## config.mk

```make
export PLATFORM = sky130hd
export DESIGN_NAME = page_table_walker
export DESIGN_NICKNAME = d
export VERILOG_FILES = /design/src/rtl/ptw_pkg.sv /design/src/rtl/ptw_core.sv /design/src/rtl/ptw_out_buf.sv /design/src/rtl/page_table_walker.sv
export SDC_FILE = /design/constraint.sdc
export NUM_CORES = 1
export LEC_CHECK = 0
export BUFFER_PORTS_ARGS = -buffer_cell sky130_fd_sc_hd__buf_4
export CAP_MARGIN = 20
export CORE_MARGIN = 2
export CORE_UTILIZATION = 35
export CTS_CLUSTER_DIAMETER = 30
export DETAILED_ROUTE_END_ITERATION = 10
export GPL_TIMING_DRIVEN = 0
export PLACE_DENSITY_LB_ADDON = 0.15
export SYNTH_ARGS = -nofsm -noshare
export SYNTH_HDL_FRONTEND = slang
export SYNTH_SLANG_ARGS = --single-unit
```

## constraint.sdc

```tcl
create_clock -name i_clk -period 24.9 [get_ports i_clk]
set_input_delay 3.735 -clock i_clk [delete_from_list [all_inputs] [get_ports i_clk]]
set_output_delay 3.735 -clock i_clk [all_outputs]
set_load 0.02 [all_outputs]
```

## src/rtl/ptw_pkg.sv

```systemverilog
`default_nettype none

package ptw_pkg;

    localparam int PA_W = 52;
    localparam int VA_W = 48;
    localparam int PTE_W = 64;

    localparam logic [PA_W-1:0] FRAME_MASK = 52'hFFFFFFFFFF000;
    localparam logic [VA_W-1:0] OFFSET_1G = 48'h00003FFFFFFF;
    localparam logic [VA_W-1:0] OFFSET_2M = 48'h0000001FFFFF;
    localparam logic [VA_W-1:0] OFFSET_4K = 48'h000000000FFF;
    localparam int SIZE_BIT = 7;

    localparam logic ACT_TRANSLATE = 1'b0;
    localparam logic ACT_RESPONSE  = 1'b1;
    localparam logic KIND_READ     = 1'b0;
    localparam logic KIND_DONE     = 1'b1;

    localparam logic [1:0] LVL_TOP  = 2'd0;
    localparam logic [1:0] LVL_1G   = 2'd1;
    localparam logic [1:0] LVL_2M   = 2'd2;
    localparam logic [1:0] LVL_LEAF = 2'd3;

    typedef struct packed {
        logic             action;
        logic [VA_W-1:0]  virt_addr;
        logic [PTE_W-1:0] read_data;
    } t_in_item;

    typedef struct packed {
        logic            kind;
        logic [PA_W-1:0] read_address;
        logic [PA_W-1:0] physical_address;
        logic            fault;
        logic [1:0]      fault_level;
    } t_out_item;

endpackage

`default_nettype wire

```

## src/rtl/ptw_core.sv

```systemverilog
`default_nettype none

module ptw_core import ptw_pkg::*; (
    input  wire logic            i_clk,
    input  wire logic            i_rst_n,
    input  wire logic            i_accept,
    input  wire t_in_item        i_item,
    input  wire logic [PA_W-1:0] i_root,
    output logic                 o_res_valid,
    output t_out_item            o_res
);

    logic            r_busy, n_busy;
    logic [1:0]      r_level, n_level;
    logic [VA_W-1:0] r_vaddr, n_vaddr;

    // index bits of va for a level, scaled to an 8-byte entry offset
    function automatic logic [PA_W-1:0] entry_addr(input logic [PA_W-1:0] table_base,
                                                   input logic [VA_W-1:0] va,
                                                   input logic [1:0]      lvl);
        logic [8:0] idx;
        unique case (lvl)
            LVL_TOP:  idx = va[47:39];
            LVL_1G:   idx = va[38:30];
            LVL_2M:   idx = va[29:21];
            default:  idx = va[20:12];
        endcase
        return (table_base & FRAME_MASK) + {{(PA_W-12){1'b0}}, idx, 3'b000};
    endfunction

    always_comb begin
        logic [PA_W-1:0] entry52;
        logic            big;
        logic [VA_W-1:0] offmask;
        logic [1:0]      lvl_inc;
        entry52 = i_item.read_data[PA_W-1:0];
        big     = i_item.read_data[SIZE_BIT];
        lvl_inc = r_level + 2'd1;
        offmask = OFFSET_4K;
        n_busy  = r_busy;
        n_level = r_level;
        n_vaddr = r_vaddr;
        o_res_valid = 1'b0;
        o_res   = '0;
        if (i_accept) begin
            if (i_item.action == ACT_TRANSLATE) begin
                if (!r_busy) begin
                    n_vaddr = i_item.virt_addr;
                    n_level = LVL_TOP;
                    n_busy  = 1'b1;
                    o_res_valid = 1'b1;
                    o_res.kind  = KIND_READ;
                    o_res.read_address = entry_addr(i_root, i_item.virt_addr, LVL_TOP);
                end
            end else if (r_busy) begin
                o_res_valid = 1'b1;
                if (i_item.read_data == '0) begin
                    o_res.kind        = KIND_DONE;
                    o_res.fault       = 1'b1;
                    o_res.fault_level = r_level;
                    n_busy  = 1'b0;
                    n_level = LVL_TOP;
                end else if ((r_level == LVL_1G && big) || (r_level == LVL_2M && big)
                             || r_level == LVL_LEAF) begin
                    if (r_level == LVL_1G) offmask = OFFSET_1G;
                    else if (r_level == LVL_2M) offmask = OFFSET_2M;
                    o_res.kind = KIND_DONE;
                    o_res.physical_address = (entry52 & FRAME_MASK)
                        + {{(PA_W-VA_W){1'b0}}, r_vaddr & offmask};
                    n_busy  = 1'b0;
                    n_level = LVL_TOP;
                end else begin
                    n_level = lvl_inc;
                    o_res.kind = KIND_READ;
                    o_res.read_address = entry_addr(entry52, r_vaddr, lvl_inc);
                end
            end
        end
    end

    always_ff @(posedge i_clk) begin
        if (!i_rst_n) begin
            r_busy  <= 1'b0;
            r_level <= LVL_TOP;
            r_vaddr <= '0;
        end else begin
            r_busy  <= n_busy;
            r_level <= n_level;
            r_vaddr <= n_vaddr;
        end
    end

endmodule

`default_nettype wire

```

## src/rtl/ptw_out_buf.sv

```systemverilog
`default_nettype none

module ptw_out_buf import ptw_pkg::*; (
    input  wire logic     i_clk,
    input  wire logic     i_rst_n,
    input  wire logic     i_wr,
    input  wire t_out_item i_data,
    output logic          o_full,
    output logic          o_out_valid,
    input  wire logic     i_out_stall,
    output t_out_item     o_out_item
);

    logic      r_out_valid, r_skid_valid;
    t_out_item r_out, r_skid;

    always_ff @(posedge i_clk) begin
        if (!i_rst_n) begin
            r_out_valid  <= 1'b0;
            r_skid_valid <= 1'b0;
        end else if (!r_out_valid || !i_out_stall) begin
            if (r_skid_valid) begin
                r_out_valid  <= 1'b1;
                r_skid_valid <= i_wr;
            end else begin
                r_out_valid  <= i_wr;
            end
        end else if (i_wr) begin
            r_skid_valid <= 1'b1;
        end
    end

    // payload, no reset
    always_ff @(posedge i_clk) begin
        if (!r_out_valid || !i_out_stall) begin
            if (r_skid_valid) begin
                r_out  <= r_skid;
                r_skid <= i_data;
            end else begin
                r_out  <= i_data;
            end
        end else if (i_wr) begin
            r_skid <= i_data;
        end
    end

    assign o_full      = r_skid_valid;
    assign o_out_valid = r_out_valid;
    assign o_out_item  = r_out;

endmodule

`default_nettype wire

```

## src/rtl/page_table_walker.sv

```systemverilog
`default_nettype none
// Four-level page table walker.
// Input channel (i_in_valid / o_in_stall, payload i_in_item) carries two kinds of
// transaction: a translate request with a virtual address, or a memory read
// response with a 64-bit table entry. Output channel (o_out_valid / i_out_stall,
// payload o_out_item) carries either a memory read request for the next entry
// or a finished translation (physical address, or fault with its level).
// Requests while a walk is open and responses while idle produce nothing.
// Config channel (i_cfg_valid / o_cfg_ready, i_cfg_data) writes the root table
// base; ready is always high. Write only while idle.
// A result is registered: into the output register, or the skid while held.
// Throughput: one input transaction per cycle unless the skid is full; the step
// logic is a single mask/shift/add between the walk state registers and the
// output register. Memory latency between responses sets the real walk pace.
// Reset (synchronous, active low) makes the walker idle, level 0, root base 0,
// output empty.
// When the receiver stalls, the output register holds and one more result
// lands in a skid register; o_in_stall rises only while that skid is full.
module page_table_walker import ptw_pkg::*; (
    input  wire logic            i_clk,
    input  wire logic            i_rst_n,
    input  wire logic            i_in_valid,
    output logic                 o_in_stall,
    input  wire t_in_item        i_in_item,
    output logic                 o_out_valid,
    input  wire logic            i_out_stall,
    output t_out_item            o_out_item,
    input  wire logic            i_cfg_valid,
    output logic                 o_cfg_ready,
    input  wire logic [PA_W-1:0] i_cfg_data
);

    logic [PA_W-1:0] r_root;
    logic            accept;
    logic            res_valid;
    t_out_item       res;
    logic            buf_full;

    assign o_cfg_ready = 1'b1;

    always_ff @(posedge i_clk) begin
        if (!i_rst_n) begin
            r_root <= '0;
        end else if (i_cfg_valid) begin
            r_root <= i_cfg_data;
        end
    end

    // take a transaction whenever the skid has room
    assign o_in_stall = buf_full;
    assign accept     = i_in_valid && !buf_full;

    ptw_core u_core (
        .i_clk       (i_clk),
        .i_rst_n     (i_rst_n),
        .i_accept    (accept),
        .i_item      (i_in_item),
        .i_root      (r_root),
        .o_res_valid (res_valid),
        .o_res       (res)
    );

    ptw_out_buf u_out_buf (
        .i_clk       (i_clk),
        .i_rst_n     (i_rst_n),
        .i_wr        (res_valid),
        .i_data      (res),
        .o_full      (buf_full),
        .o_out_valid (o_out_valid),
        .i_out_stall (i_out_stall),
        .o_out_item  (o_out_item)
    );

endmodule

`default_nettype wire

```

==> impl_metrics.tcl <==
set metrics [dict create \
    critPathRequiredTime_ns 25.17 \
    power_mw 1.668 \
    start_kind "primary input" \
    synthArstFlopShare_pct 0 \
    initial_utilization_pct 35.46 \
    nNetsFinal 1835 \
    slew_violations 0 \
    synth_top_area_cell "edfxtp_1" \
    area_growth_pct 37.29 \
    drt_wl_total_mm 45.66 \
    cts.clk_slew.worst_paths_ns 0.04 \
    vias 11370 \
    syn_avg_cell_area_sq_um 10.84 \
    core_sq_um 39730 \
    grt_pass1_wl_mm 67.14 \
    synth_top_flop_cell "edfxtp_1" \
    synth_edf_count 210 \
    numPortBuffers 256 \
    synth_top_area_share_pct 44.76 \
    status "complete, no violations" \
    dieArea_sq_um 41870 \
    htreeDepth 3 \
    fillers 3770 \
    netlist_area_sq_um 14090 \
    fin_skew_ns 0.01310 \
    place_ws_ns 17.93 \
    yosysWarnings 0 \
    wire_per_inst_um 20.53 \
    yosysMostFrequentCell "edfxtp_1" \
    drive_gt1_share_pct 24.03 \
    gr-usage-met3_pct 4.788 \
    clk_latency_ns 0.56 \
    tns_ns 0 \
    grt_max_degree 64 \
    track_usage_pct 21.57 \
    hold_violations 0 \
    antenna_found_initial 2 \
    cts_tree "built" \
    finalSetupViolations 0 \
    grt_use_met2_pct 35.14 \
    power.density_nw_per_um2 86.23 \
    cts_buffers 73 \
    drt_iter0_drc 804 \
    fmax_mhz 158.8 \
    rsz0062_at_grt "no" \
    min_period_ns 6.296 \
    crit_type "in -> reg" \
    cts_buffer_depth 3 \
    gp_congestion 0.9058 \
    root_buffer "clkbuf_16" \
    chipHeight_um 204.6 \
    leakagePower_nw 8.438 \
    holdWs_ns 0.4565 \
    setup_ws_ns 18.60 \
    use_met1_pct 27.86 \
    fp-row-count 73 \
    max_slew_margin_pct 34.01 \
    die_x_um 204.6 \
    cts_setup_buffers 0 \
    netlist_top_cells_count "210 x edfxtp_1, 183 x nand2_1, 93 x dfxtp_1" \
    crit_arrival_ns 6.56 \
    ir_drop_v 0.00004497 \
    end_kind "register" \
    synth_cell_types 59 \
    ios 281 \
    grt_pass1_vias 11460 \
    drcViolationCount 0 \
    drt_first_pass_iters 5 \
    cts_resized 0 \
    post-route-util_pct 48.68 \
    ctsHoldBuffers 0 \
    vias_per_cell 5.112 \
    worstMarginPinSlew_ns 0.9898 \
    postSynthCellCount 1300 \
    ys_top_cells_by_area "edfxtp_1 45%, dfxtp_1 13%, nand2_1 4.9%" \
    grt_busiest_layer "met2" \
    path_max_fanout 10 \
    maxCapViolCount 0 \
    cts_sinks 303 \
    dpl.hpwl_mm 33.95 \
    synth-seq-cells 303 \
    holdCritPathClass "reg -> reg" \
    yosysSeqAreaShare_pct 57.98 \
    detail-route-antenna-nets 0 \
    grt.overflow.total 0 \
    finalCritPeriodShare_pct 25.28 \
]
==> per-stage QoR <==
step | cells | area [sq um]
2_1_floorplan | 1302 | 14090
3_3_place_gp | 2083 | 16670
3_5_place_dp | 2089 | 16810
4_1_cts | 2223 | 19340
5_1_grt | 2223 | 19340
6_report | 2224 | 19340
==> cell usage in the layout, fill, tap and decap left out, types with 25 or more instances in the layout <==
cell	count
nand2_1	182
o21ai_0	39
buf_4	262
dfxtp_1	93
a21o_1	81
ha_1	25
and3_1	53
nor2b_1	45
a21oi_1	76
nor2_1	89
and2_1	40
edfxtp_1	210
clkbuf_16	78
a21boi_0	54
mux2i_1	41
clkbuf_1	72
==> worst paths after layout <==
path	slack, ns	cells after the start	end	startpoint
worst max-delay path	18.60	9	u_out_buf.o_out_item[25]$_DFFE_PP_	i_in_item[19]
worst min register to register	0.46	2	u_core.r_vaddr[10]$_SDFFE_PN0P_	u_core.r_vaddr[10]$_SDFFE_PN0P_
worst min-delay path	0.46	2	u_core.r_vaddr[10]$_SDFFE_PN0P_	u_core.r_vaddr[10]$_SDFFE_PN0P_
worst max register to register	21.00	15	u_out_buf.r_skid[49]$_DFFE_PP_	u_core.r_level[1]$_SDFFE_PN0P_
==> where the power goes <==
part / internal [mW] / switching (mW) / leakage (nW)
Sequential: 0.563 / 0.00961 / 2.84
Clock: 0.679 / 0.288 / 1.22
Combinational: 0.0532 / 0.0746 / 4.38
==> flip-flops by register name, indices dropped and copies added, names as in the netlist <==
name,flops
r_root,40
u_core.r_vaddr,48
u_out_buf.r_skid,105
u_core.r_busy,1
u_out_buf.o_full,1
u_out_buf.o_out_item,105
u_out_buf.o_out_valid,1
u_core.r_level,2
==> logic make-up (layout without fill, tap and decap cells) <==
family | after synthesis | after routing | synth area share [%]
flip-flops | 303 | 303 | 57.98
buffers and inverters | 102 | 498 | 2.993
multiplexers | 41 | 41 | 2.913
other | 2 | 5 | 0.05331
AND/OR/NAND/NOR | 491 | 491 | 17.17
XOR/XNOR | 13 | 13 | 0.8082
AO/OA/AOI/OAI | 322 | 322 | 15.72
adder cells (fa/ha/maj) | 26 | 26 | 2.363
==> layout make-up <==
| type | count | area, sq um | area share, % |
|---|---|---|---|
| inverters | 17 | 63.81 | 0.3299 |
| multi-input cells | 897 | 5524 | 28.56 |
| repair buffers | 262 | 2042 | 10.56 |
| well taps | 525 | 656.9 | 3.397 |
| clock buffers | 93 | 2048 | 10.59 |
| diodes | 1 | 2.502 | 0.01294 |
| flip-flops and latches | 303 | 8168 | 42.23 |
| clock inverters | 41 | 476.7 | 2.465 |
| plain buffers | 85 | 357.8 | 1.850 |
==> worst max-delay path, stage by stage <==
cell       delay, ns
buf_4           0.15
nor4_1          0.52
nand4_1         0.36
nor4_4          0.59
nor2_1          0.14
clkbuf_1        0.33
clkbuf_1        0.35
o2111ai_1       0.20
o211ai_1        0.17
==> per-layer routing <==
layer / wire (um) / vias to the layer above
li1: - / 5423
met1: 19880 / 5424
met2: 21270 / 430
met3: 3128 / 91
met4: 1363 / 2
met5: 13 / -
Note: power is estimated with default switching activity, not from simulation.
